--- config.mk ---
export PLATFORM = sky130hd
export DESIGN_NAME = flow_batch_size_policy_flat
export DESIGN_NICKNAME = d
export VERILOG_FILES = /design/src/sv/fbsp_pkg.sv /design/src/sv/fbsp_if.sv /design/src/sv/fbsp_div.sv /design/src/sv/flow_batch_size_policy.sv /design/src/flat_wrapper.sv
export SDC_FILE = /design/constraint.sdc
export NUM_CORES = 2
export LEC_CHECK = 0
export BUFFER_PORTS_ARGS = -buffer_cell sky130_fd_sc_hd__buf_4
export CORE_MARGIN = 4
export CORE_UTILIZATION = 57
export DETAILED_ROUTE_END_ITERATION = 8
export PLACE_DENSITY = 0.77
export SETUP_SLACK_MARGIN = 0.5
export SKIP_CTS_REPAIR_TIMING = 1
export SYNTH_ARGS = -nofsm -noshare
export SYNTH_HDL_FRONTEND = slang
export SYNTH_SLANG_ARGS = --single-unit
--- constraint.sdc ---
create_clock -name clk -period 7.4 [get_ports clk]
set_input_delay 0.37 -clock clk [delete_from_list [all_inputs] [get_ports clk]]
set_output_delay 0.37 -clock clk [all_outputs]
set_load 0.01 [all_outputs]
--- src/sv/fbsp_pkg.sv ---
// Shared types, constants and helpers for the flow batch size policy block.
// No dependencies; imported by the interfaces, the rate divider and the top level.
package fbsp_pkg;

    // ticks per second used to scale the packet rate
    localparam int TICKS_PER_SECOND = 100;
    localparam int TPS_W            = $clog2(TICKS_PER_SECOND + 1);
    localparam int WORD_W           = 32;
    localparam int NUM_W            = WORD_W + TPS_W;
    localparam int CNT_W            = $clog2(WORD_W);
    localparam logic [CNT_W-1:0] ITER_LAST = CNT_W'(WORD_W - 1);

    localparam int SIZE_W   = 8;
    localparam int PDATA_W  = 64;
    localparam int PADDR_W  = 6;

    // register map, index = paddr[5:3]
    localparam logic [2:0] REG_FIXED_COUNT     = 3'd0;
    localparam logic [2:0] REG_FLEX_COUNT      = 3'd1;
    localparam logic [2:0] REG_BATCH_SIZES     = 3'd2;
    localparam logic [2:0] REG_RATE_STEPS_LOW  = 3'd3;
    localparam logic [2:0] REG_RATE_STEPS_HIGH = 3'd4;
    localparam logic [2:0] REG_PHASE_THRESHOLD = 3'd5;
    localparam logic [2:0] REG_PHASE_INTERVALS = 3'd6;

    typedef enum logic [1:0] {
        MODE_NONE  = 2'd0,
        MODE_FIXED = 2'd1,
        MODE_FLEX  = 2'd2
    } mode_t;

    // divider request / response
    typedef struct packed {
        logic              start;
        logic [WORD_W-1:0] pkts;
        logic [WORD_W-1:0] ticks;
    } div_req_t;

    typedef struct packed {
        logic              done;
        logic [WORD_W-1:0] quot;
    } div_rsp_t;

    // wrap-safe "a is after b"
    function automatic logic is_after(input logic [WORD_W-1:0] a, input logic [WORD_W-1:0] b);
        logic [WORD_W-1:0] d;
        d = a - b;
        return (d != '0) && !d[WORD_W-1];
    endfunction

endpackage

--- src/sv/fbsp_if.sv ---
// Valid/ready channel interfaces for the flow batch size policy block.
// Depends on fbsp_pkg for field widths.
interface fbsp_item_if;
    logic                        valid;
    logic                        ready;
    logic                        kind;
    logic [fbsp_pkg::WORD_W-1:0] now;

    modport source (output valid, kind, now, input ready);
    modport sink   (input valid, kind, now, output ready);
endinterface

interface fbsp_result_if;
    logic                        valid;
    logic                        ready;
    logic [fbsp_pkg::SIZE_W-1:0] batch_size;
    logic [1:0]                  mode;
    logic [fbsp_pkg::WORD_W-1:0] rate;

    modport source (output valid, batch_size, mode, rate, input ready);
    modport sink   (input valid, batch_size, mode, rate, output ready);
endinterface

--- src/sv/fbsp_div.sv ---
// Iterative rate divider: (pkts * TICKS_PER_SECOND) / ticks, saturating to all ones.
// One quotient bit per cycle. Depends on fbsp_pkg.
module fbsp_div (
    input  logic               clk,
    input  logic               rst_n,
    input  fbsp_pkg::div_req_t req,
    output fbsp_pkg::div_rsp_t rsp
);
    import fbsp_pkg::*;

    typedef enum logic [2:0] {
        D_IDLE  = 3'b001,
        D_CHECK = 3'b010,
        D_ITER  = 3'b100
    } dstate_t;

    dstate_t            state_reg, state_next;
    logic [CNT_W-1:0]   cnt_reg, cnt_next;
    logic               done_reg, done_next;
    logic [NUM_W-1:0]   num_reg, num_next;
    logic [WORD_W-1:0]  den_reg, den_next;
    logic [WORD_W-1:0]  rem_reg, rem_next;
    logic [WORD_W-1:0]  quo_reg, quo_next;
    logic [WORD_W-1:0]  quot_reg, quot_next;

    logic [WORD_W:0]    trial;
    logic [WORD_W:0]    diff;
    logic               ge;
    logic [WORD_W-1:0]  num_hi;

    assign num_hi = WORD_W'(num_reg[NUM_W-1:WORD_W]);
    assign trial  = {rem_reg, quo_reg[WORD_W-1]};
    assign diff   = trial - {1'b0, den_reg};
    assign ge     = (trial >= {1'b0, den_reg});

    always_comb
    begin
        state_next = state_reg;
        cnt_next   = cnt_reg;
        done_next  = 1'b0;
        num_next   = num_reg;
        den_next   = den_reg;
        rem_next   = rem_reg;
        quo_next   = quo_reg;
        quot_next  = quot_reg;
        case (state_reg)
            D_IDLE:
            begin
                if (req.start)
                begin
                    num_next   = NUM_W'(req.pkts) * NUM_W'(TICKS_PER_SECOND);
                    den_next   = req.ticks;
                    state_next = D_CHECK;
                end
            end
            D_CHECK:
            begin
                // zero divisor or quotient wider than 32 bits saturates
                if (den_reg == '0 || num_hi >= den_reg)
                begin
                    quot_next  = '1;
                    done_next  = 1'b1;
                    state_next = D_IDLE;
                end
                else
                begin
                    rem_next   = num_hi;
                    quo_next   = num_reg[WORD_W-1:0];
                    cnt_next   = '0;
                    state_next = D_ITER;
                end
            end
            D_ITER:
            begin
                rem_next = ge ? diff[WORD_W-1:0] : trial[WORD_W-1:0];
                quo_next = {quo_reg[WORD_W-2:0], ge};
                cnt_next = cnt_reg + 1'b1;
                if (cnt_reg == ITER_LAST)
                begin
                    quot_next  = {quo_reg[WORD_W-2:0], ge};
                    done_next  = 1'b1;
                    state_next = D_IDLE;
                end
            end
            default:
            begin
                state_next = D_IDLE;
            end
        endcase
    end

    always_ff @(posedge clk or negedge rst_n)
    begin
        if (!rst_n)
        begin
            state_reg <= D_IDLE;
            cnt_reg   <= '0;
            done_reg  <= 1'b0;
        end
        else
        begin
            state_reg <= state_next;
            cnt_reg   <= cnt_next;
            done_reg  <= done_next;
        end
    end

    always_ff @(posedge clk)
    begin
        num_reg  <= num_next;
        den_reg  <= den_next;
        rem_reg  <= rem_next;
        quo_reg  <= quo_next;
        quot_reg <= quot_next;
    end

    assign rsp.done = done_reg;
    assign rsp.quot = quot_reg;

endmodule

--- src/sv/flow_batch_size_policy.sv ---
// Flow batch size policy: one flow's receive batching decision per request.
// To result valid: a start goes straight to the output; a flexible packet with no update
// is only evaluated; a packet that runs the policy adds the policy step, the ladder step
// when flexible and up to two rate divisions (cut short on saturation) in the shared
// divider. One request in flight; the next is accepted the cycle after the result loads
// the output register. Reset (rst_n, async low) clears config, flow state and out valid.
module flow_batch_size_policy (
    input  logic                           clk,
    input  logic                           rst_n,
    input  logic                           psel,
    input  logic                           penable,
    input  logic                           pwrite,
    input  logic [fbsp_pkg::PADDR_W-1:0]   paddr,
    input  logic [fbsp_pkg::PDATA_W-1:0]   pwdata,
    output logic [fbsp_pkg::PDATA_W-1:0]   prdata,
    output logic                           pready,
    fbsp_item_if.sink                      item,
    fbsp_result_if.source                  result
);
    import fbsp_pkg::*;

    // sequencer states
    typedef enum logic [6:0] {
        S_IDLE      = 7'b0000001,
        S_EVAL      = 7'b0000010,
        S_MEAS_WAIT = 7'b0000100,
        S_POLICY    = 7'b0001000,
        S_FLEX_WAIT = 7'b0010000,
        S_LADDER    = 7'b0100000,
        S_EMIT      = 7'b1000000
    } state_t;

    // ---------------- configuration registers ----------------
    logic [WORD_W-1:0]   fixed_count_reg;
    logic [WORD_W-1:0]   flex_count_reg;
    logic [6*SIZE_W-1:0] batch_sizes_reg;
    logic [63:0]         rate_steps_low_reg;
    logic [63:0]         rate_steps_high_reg;
    logic [WORD_W-1:0]   phase_threshold_reg;
    logic [63:0]         phase_intervals_reg;

    logic                cfg_write;
    logic [2:0]          cfg_index;

    assign pready    = 1'b1;
    assign cfg_write = psel && penable && pwrite;
    assign cfg_index = paddr[5:3];

    always_ff @(posedge clk or negedge rst_n)
    begin
        if (!rst_n)
        begin
            fixed_count_reg     <= '0;
            flex_count_reg      <= '0;
            batch_sizes_reg     <= '0;
            rate_steps_low_reg  <= '0;
            rate_steps_high_reg <= '0;
            phase_threshold_reg <= '0;
            phase_intervals_reg <= '0;
        end
        else if (cfg_write)
        begin
            case (cfg_index)
                REG_FIXED_COUNT:     fixed_count_reg     <= pwdata[WORD_W-1:0];
                REG_FLEX_COUNT:      flex_count_reg      <= pwdata[WORD_W-1:0];
                REG_BATCH_SIZES:     batch_sizes_reg     <= pwdata[6*SIZE_W-1:0];
                REG_RATE_STEPS_LOW:  rate_steps_low_reg  <= pwdata;
                REG_RATE_STEPS_HIGH: rate_steps_high_reg <= pwdata;
                REG_PHASE_THRESHOLD: phase_threshold_reg <= pwdata[WORD_W-1:0];
                REG_PHASE_INTERVALS: phase_intervals_reg <= pwdata;
                default:             ;
            endcase
        end
    end

    always_comb
    begin
        case (cfg_index)
            REG_FIXED_COUNT:     prdata = PDATA_W'(fixed_count_reg);
            REG_FLEX_COUNT:      prdata = PDATA_W'(flex_count_reg);
            REG_BATCH_SIZES:     prdata = PDATA_W'(batch_sizes_reg);
            REG_RATE_STEPS_LOW:  prdata = rate_steps_low_reg;
            REG_RATE_STEPS_HIGH: prdata = rate_steps_high_reg;
            REG_PHASE_THRESHOLD: prdata = PDATA_W'(phase_threshold_reg);
            REG_PHASE_INTERVALS: prdata = phase_intervals_reg;
            default:             prdata = '0;
        endcase
    end

    // ---------------- flow state ----------------
    state_t             state_reg, state_next;
    logic [WORD_W-1:0]  pkt_total_reg, pkt_total_next;
    logic [WORD_W-1:0]  tot_capt_reg, tot_capt_next;     // total at last capture
    logic [WORD_W-1:0]  last_tick_reg, last_tick_next;
    logic [WORD_W-1:0]  capt_tick_reg, capt_tick_next;
    logic [WORD_W-1:0]  created_tick_reg, created_tick_next;
    logic [WORD_W-1:0]  interval_reg, interval_next;
    logic [WORD_W-1:0]  stored_rate_reg, stored_rate_next;
    mode_t              mode_reg, mode_next;
    logic [SIZE_W-1:0]  size_reg, size_next;

    // rate fed to the size ladder for this request
    logic [WORD_W-1:0]  ladder_rate_reg, ladder_rate_next;

    // output holding register
    logic               out_valid_reg, out_valid_next;
    logic [SIZE_W-1:0]  out_size_reg, out_size_next;
    mode_t              out_mode_reg, out_mode_next;
    logic [WORD_W-1:0]  out_rate_reg, out_rate_next;

    div_req_t           div_req;
    div_rsp_t           div_rsp;

    fbsp_div u_div (
        .clk   (clk),
        .rst_n (rst_n),
        .req   (div_req),
        .rsp   (div_rsp)
    );

    // ---------------- size ladder ----------------
    logic [SIZE_W-1:0]  ladder_pick;
    logic [SIZE_W-1:0]  ladder_size;
    logic [SIZE_W-1:0]  size_floor;

    assign size_floor = batch_sizes_reg[5*SIZE_W +: SIZE_W];

    always_comb
    begin
        if (ladder_rate_reg > rate_steps_high_reg[31:0])
            ladder_pick = batch_sizes_reg[4*SIZE_W +: SIZE_W];
        else if (ladder_rate_reg > rate_steps_low_reg[63:32])
            ladder_pick = batch_sizes_reg[3*SIZE_W +: SIZE_W];
        else if (ladder_rate_reg > rate_steps_low_reg[31:0])
            ladder_pick = batch_sizes_reg[2*SIZE_W +: SIZE_W];
        else
            ladder_pick = batch_sizes_reg[1*SIZE_W +: SIZE_W];

        // floor size applies above the floor rate
        if (ladder_rate_reg > rate_steps_high_reg[63:32] && ladder_pick < size_floor)
            ladder_size = size_floor;
        else
            ladder_size = ladder_pick;
    end

    // ---------------- sequencer ----------------
    assign item.ready    = (state_reg == S_IDLE);

    always_comb
    begin
        state_next        = state_reg;
        pkt_total_next    = pkt_total_reg;
        tot_capt_next     = tot_capt_reg;
        last_tick_next    = last_tick_reg;
        capt_tick_next    = capt_tick_reg;
        created_tick_next = created_tick_reg;
        interval_next     = interval_reg;
        stored_rate_next  = stored_rate_reg;
        mode_next         = mode_reg;
        size_next         = size_reg;
        ladder_rate_next  = ladder_rate_reg;
        out_valid_next    = out_valid_reg && !result.ready;
        out_size_next     = out_size_reg;
        out_mode_next     = out_mode_reg;
        out_rate_next     = out_rate_reg;
        div_req.start     = 1'b0;
        div_req.pkts      = pkt_total_reg - tot_capt_reg;
        div_req.ticks     = last_tick_reg - capt_tick_reg;

        case (state_reg)
            S_IDLE:
            begin
                if (item.valid)
                begin
                    if (!item.kind)
                    begin
                        // new flow: clear counters, stamp creation time
                        created_tick_next = item.now;
                        last_tick_next    = item.now;
                        capt_tick_next    = item.now;
                        interval_next     = phase_intervals_reg[31:0];
                        mode_next         = MODE_NONE;
                        pkt_total_next    = '0;
                        tot_capt_next     = '0;
                        stored_rate_next  = '0;
                        size_next         = '0;
                        state_next        = S_EMIT;
                    end
                    else
                    begin
                        pkt_total_next = pkt_total_reg + 1'b1;
                        last_tick_next = item.now;
                        state_next     = S_EVAL;
                    end
                end
            end
            S_EVAL:
            begin
                if (is_after(last_tick_reg, capt_tick_reg + interval_reg) ||
                    mode_reg != MODE_FLEX)
                begin
                    if (mode_reg == MODE_FLEX)
                    begin
                        div_req.start = 1'b1;
                        state_next    = S_MEAS_WAIT;
                    end
                    else
                    begin
                        state_next = S_POLICY;
                    end
                end
                else
                begin
                    state_next = S_EMIT;
                end
            end
            S_MEAS_WAIT:
            begin
                if (div_rsp.done)
                begin
                    stored_rate_next = div_rsp.quot;
                    capt_tick_next   = last_tick_reg;
                    tot_capt_next    = pkt_total_reg;
                    // old flow switches to the later update interval
                    if (is_after(last_tick_reg, created_tick_reg + phase_threshold_reg))
                        interval_next = phase_intervals_reg[63:32];
                    state_next = S_POLICY;
                end
            end
            S_POLICY:
            begin
                if (pkt_total_reg == fixed_count_reg)
                begin
                    size_next  = batch_sizes_reg[0 +: SIZE_W];
                    mode_next  = MODE_FIXED;
                    state_next = S_EMIT;
                end
                else if (pkt_total_reg == flex_count_reg)
                begin
                    // local rate for this step only, not stored
                    div_req.start = 1'b1;
                    state_next    = S_FLEX_WAIT;
                end
                else if (mode_reg == MODE_FLEX)
                begin
                    ladder_rate_next = stored_rate_reg;
                    state_next       = S_LADDER;
                end
                else
                begin
                    state_next = S_EMIT;
                end
            end
            S_FLEX_WAIT:
            begin
                if (div_rsp.done)
                begin
                    ladder_rate_next = div_rsp.quot;
                    mode_next        = MODE_FLEX;
                    state_next       = S_LADDER;
                end
            end
            S_LADDER:
            begin
                size_next  = ladder_size;
                state_next = S_EMIT;
            end
            S_EMIT:
            begin
                if (!out_valid_reg || result.ready)
                begin
                    out_valid_next = 1'b1;
                    out_size_next  = size_reg;
                    out_mode_next  = mode_reg;
                    out_rate_next  = stored_rate_reg;
                    state_next     = S_IDLE;
                end
            end
            default:
            begin
                state_next = S_IDLE;
            end
        endcase
    end

    always_ff @(posedge clk or negedge rst_n)
    begin
        if (!rst_n)
        begin
            state_reg        <= S_IDLE;
            pkt_total_reg    <= '0;
            tot_capt_reg     <= '0;
            last_tick_reg    <= '0;
            capt_tick_reg    <= '0;
            created_tick_reg <= '0;
            interval_reg     <= '0;
            stored_rate_reg  <= '0;
            mode_reg         <= MODE_NONE;
            size_reg         <= '0;
            out_valid_reg    <= 1'b0;
        end
        else
        begin
            state_reg        <= state_next;
            pkt_total_reg    <= pkt_total_next;
            tot_capt_reg     <= tot_capt_next;
            last_tick_reg    <= last_tick_next;
            capt_tick_reg    <= capt_tick_next;
            created_tick_reg <= created_tick_next;
            interval_reg     <= interval_next;
            stored_rate_reg  <= stored_rate_next;
            mode_reg         <= mode_next;
            size_reg         <= size_next;
            out_valid_reg    <= out_valid_next;
        end
    end

    // payload only, no reset
    always_ff @(posedge clk)
    begin
        ladder_rate_reg <= ladder_rate_next;
        out_size_reg    <= out_size_next;
        out_mode_reg    <= out_mode_next;
        out_rate_reg    <= out_rate_next;
    end

    assign result.valid      = out_valid_reg;
    assign result.batch_size = out_size_reg;
    assign result.mode       = out_mode_reg;
    assign result.rate       = out_rate_reg;

endmodule

--- src/flat_wrapper.sv ---
// flat-port wrapper written by rule: the top's interface ports become plain ports
module flow_batch_size_policy_flat import fbsp_pkg::*;
  (clk, rst_n, psel, penable, pwrite, paddr, pwdata, prdata, pready, item_valid, item_kind, item_now, item_ready, result_valid, result_batch_size, result_mode, result_rate, result_ready);
  fbsp_item_if item_i ();
  fbsp_result_if result_i ();
  input  logic clk;
  input  logic rst_n;
  input  logic psel;
  input  logic penable;
  input  logic pwrite;
  input  logic [fbsp_pkg::PADDR_W-1:0] paddr;
  input  logic [fbsp_pkg::PDATA_W-1:0] pwdata;
  output logic [fbsp_pkg::PDATA_W-1:0] prdata;
  output logic pready;
  input wire logic [$bits(item_i.valid)-1:0] item_valid;
  input wire logic [$bits(item_i.kind)-1:0] item_kind;
  input wire logic [$bits(item_i.now)-1:0] item_now;
  output wire logic [$bits(item_i.ready)-1:0] item_ready;
  output wire logic [$bits(result_i.valid)-1:0] result_valid;
  output wire logic [$bits(result_i.batch_size)-1:0] result_batch_size;
  output wire logic [$bits(result_i.mode)-1:0] result_mode;
  output wire logic [$bits(result_i.rate)-1:0] result_rate;
  input wire logic [$bits(result_i.ready)-1:0] result_ready;
  assign item_i.valid = item_valid;
  assign item_i.kind = item_kind;
  assign item_i.now = item_now;
  assign item_ready = item_i.ready;
  assign result_valid = result_i.valid;
  assign result_batch_size = result_i.batch_size;
  assign result_mode = result_i.mode;
  assign result_rate = result_i.rate;
  assign result_i.ready = result_ready;
  flow_batch_size_policy u_core (.clk(clk), .rst_n(rst_n), .psel(psel), .penable(penable), .pwrite(pwrite), .paddr(paddr), .pwdata(pwdata), .prdata(prdata), .pready(pready), .item(item_i), .result(result_i));
endmodule
==> flow_metrics.env <==
export IMPL_status="finished with violations"
export IMPL_violations="hold timing"
export IMPL_final_util_pct=64.93
export IMPL_yosysWarnings=0
export IMPL_grt_remaining_overflow=0
export IMPL_critPathCaptureType="register"
export IMPL_netlist_area_um2=52780
export IMPL_netlist_cell_type_count=94
export IMPL_num_rows=111
export IMPL_root_buffer="clkbuf_16"
export IMPL_core_um2=91800
export IMPL_rsz0062_at_grt="false"
export IMPL_ys_dominant_reg_cell="dfrtp_1"
export IMPL_port_buffers=214
export IMPL_die_h_um=312.3
export IMPL_grt_util_all_layers_pct=33.15
export IMPL_drc=0
export IMPL_critical_path_class="register to register"
export IMPL_dp_cells=6751
export IMPL_synth_edf_count=239
export IMPL_slew_violations=0
export IMPL_tns_ns=0
export IMPL_cts_buffers=91
export IMPL_via_per_inst=6.189
export IMPL_first_global_vias=41620
export IMPL_startpoint_type="register"
export IMPL_power_mw=29.72
export IMPL_io_pins=219
export IMPL_setup_viol=0
export IMPL_htree_levels=3
export IMPL_area_growth_pct=12.92
export IMPL_synth_area_leader_cell="dfrtp_1"
export IMPL_final_cells=6997
export IMPL_grt_start_max_net_pins=158
export IMPL_synth_fp_nets=6098
export IMPL_critPathMaxStageDelay_ns=0.50
export IMPL_drive_gt1_share_pct=12.91
export IMPL_grt_pass1_wl_um=248800
export IMPL_max_freq_mhz=151.3
export IMPL_placedInstanceArea_um2=55570
export IMPL_wl_um=165800
export IMPL_fin_skew_ns=0.03585
export IMPL_async_flop_share_pct=71.07
export IMPL_hold_viol=8
export IMPL_initial_core_util_pct=57.50
export IMPL_clockBufferDepth=3
export IMPL_fin_nets=6280
export IMPL_die_area_um2=97540
export IMPL_peakVddDrop_uv=431.6
export IMPL_drtIter0Drc=4919
export IMPL_drv_cap=0
export IMPL_min_path_type="input port to register"
export IMPL_worstSkewPairLatency_ns=0.68
export IMPL_antenna_found_initial=4
export IMPL_synth_seq_area_share_pct=41.43
export IMPL_fillers=7241
export IMPL_min_period_ns=6.610
export IMPL_cpMaxStageDelayCell="fa_1"
export IMPL_hold_ws_ns=-0.03800
export IMPL_die_w_um=312.3
export IMPL_leakagePower_nw=28.40
export IMPL_period_share_pct=89.32
export IMPL_netlist_top_cells_area="dfrtp_1, edfxtp_1, ha_1"
export IMPL_ys_seq_elements=826
export IMPL_gp_congestion=1.006
export IMPL_routedWlPerCell_um=23.70
export IMPL_maxSlewHeadroom_pct=21.18
export IMPL_layout_commonest_cell="nand2_1"
export IMPL_first_pass_iters=6
export IMPL_power_density_nw_per_um2=498.6
export IMPL_drtAntennaViolNets=0
export IMPL_final_cell_area_um2=59600
export IMPL_syn_inst=5491
export IMPL_dp_hpwl_um=124800
export IMPL_clock_sinks=826
export IMPL_cp_max_fo=5
export IMPL_cpMostUsedCell="a21o_1"
export IMPL_cts_clk_slew_worst_paths_ns=0.06
export IMPL_dr_total_vias=43305
export IMPL_final_cell_mix="nand2_1, inv_1, dfrtp_1"
export IMPL_worstPathArrival_ns=7.02
export IMPL_tightest_slew_ns=1.182
export IMPL_required_ns=7.81
export IMPL_cts_tree="done"
export IMPL_synth_top_area_share_pct=27.73
export IMPL_syn_avg_cell_area_um2=9.613
[synthesized netlist by cell type, types with 34 or more instances]
master	instances
nand2b_1	56
nor2b_1	49
a22o_1	41
xnor2_1	95
a31oi_1	65
a22oi_1	83
ha_1	405
mux2_2	234
o31ai_1	48
o21ai_0	410
nand4_1	58
o21a_1	34
dfrtp_1	585
a41oi_1	38
nand2_1	627
buf_1	36
fa_1	92
nor3_1	45
inv_1	590
a21oi_1	263
nand3_1	73
clkbuf_1	206
nor2_1	326
nor4_1	40
xor2_1	145
a21o_1	121
edfxtp_1	239
mux2i_1	88
[final timing paths]
kind | startpoint | endpoint | slack (ns) | cells past startpoint
max | u_core.pkt_total_reg[0]$_DFFE_PN0P_ | u_core.u_div.num_reg[38]$_DFFE_PP_ | 0.79 | 31
min | item_now[16] | u_core.created_tick_reg[16]$_DFFE_PN0P_ | -0.04 | 3
max reg2reg | u_core.pkt_total_reg[0]$_DFFE_PN0P_ | u_core.u_div.num_reg[38]$_DFFE_PP_ | 0.79 | 31
min reg2reg | u_core.size_reg[6]$_DFFE_PN0P_ | u_core.result.batch_size[6]$_DFFE_PP_ | 0.45 | 0
max in group asynchronous | rst_n | u_core.pkt_total_reg[12]$_DFFE_PN0P_ | 5.44 | 3
min in group asynchronous | rst_n | u_core.created_tick_reg[7]$_DFFE_PN0P_ | 0.28 | 2
[worst max-delay path, delay by kind of cell (launching register included)]
| family | cells | cell delay, ns |
|---|---|---|
| AND/OR/NAND/NOR | 4 | 0.82 |
| flip-flops | 1 | 0.37 |
| adder cells (fa/ha/maj) | 6 | 1.72 |
| XOR/XNOR | 2 | 0.30 |
| buffers and inverters | 3 | 0.23 |
| AO/OA/AOI/OAI | 16 | 2.94 |
[metal layers]
layer | track usage [%] | vias to the layer above | part of all wire [%]
met1 | 44.78 | 21166 | 40
met2 | 49.14 | 2124 | 43
li1 | - | 19629 | -
met3 | 8.076 | 382 | 11
met4 | 18.66 | 4 | 6.7
met5 | 0 | - | 0.014
[stage by stage]
| step | hold WS (ns) | setup slack [ns] |
|---|---|---|
| final | -0.03800 | 0.7904 |
| after detailed placement | 0.4312 | 0.4141 |
| after floorplan | 0.07441 | 1.048 |
| after CTS | -0.2880 | 0.3768 |
| after global placement | 0.4343 | 0.5552 |
| after global routing | 0.0000009437 | 0.5036 |
[power breakdown]
part | switching [mW] | leakage (nW) | internal [mW]
Combinational | 11.1 | 17.1 | 6.99
Sequential | 0.887 | 9.73 | 5.84
Clock | 1.98 | 1.57 | 2.90
Total | 14.0 | 28.4 | 15.7
[cell type report]
class                      instances  area [um^2]  share of cell area (%)
clock buffer                     119         2546                   4.272
multi-input combinational       3822        27970                   46.93
sequential                       826        21870                   36.69
tap                             1243         1555                   2.609
timing repair buffer             340         2773                   4.652
antenna                            5        12.51                 0.02099
clock inverter                    50        654.4                   1.098
inverter                         592         2222                   3.728
[kinds of logic (layout without fill, tap and decap cells)]
group	count (synthesis)	count (layout)	synth area share (%)
compound gates	1336	1336	16.23
xor+xnor	240	240	3.982
simple gates	1419	1419	12.25
mux	329	329	6.959
other cells	1	6	0.007104
flops	826	826	41.43
buf+inv	843	1101	6.056
fa+ha+maj	497	497	13.09
No activity file was read; power rests on OpenSTA's default activity.
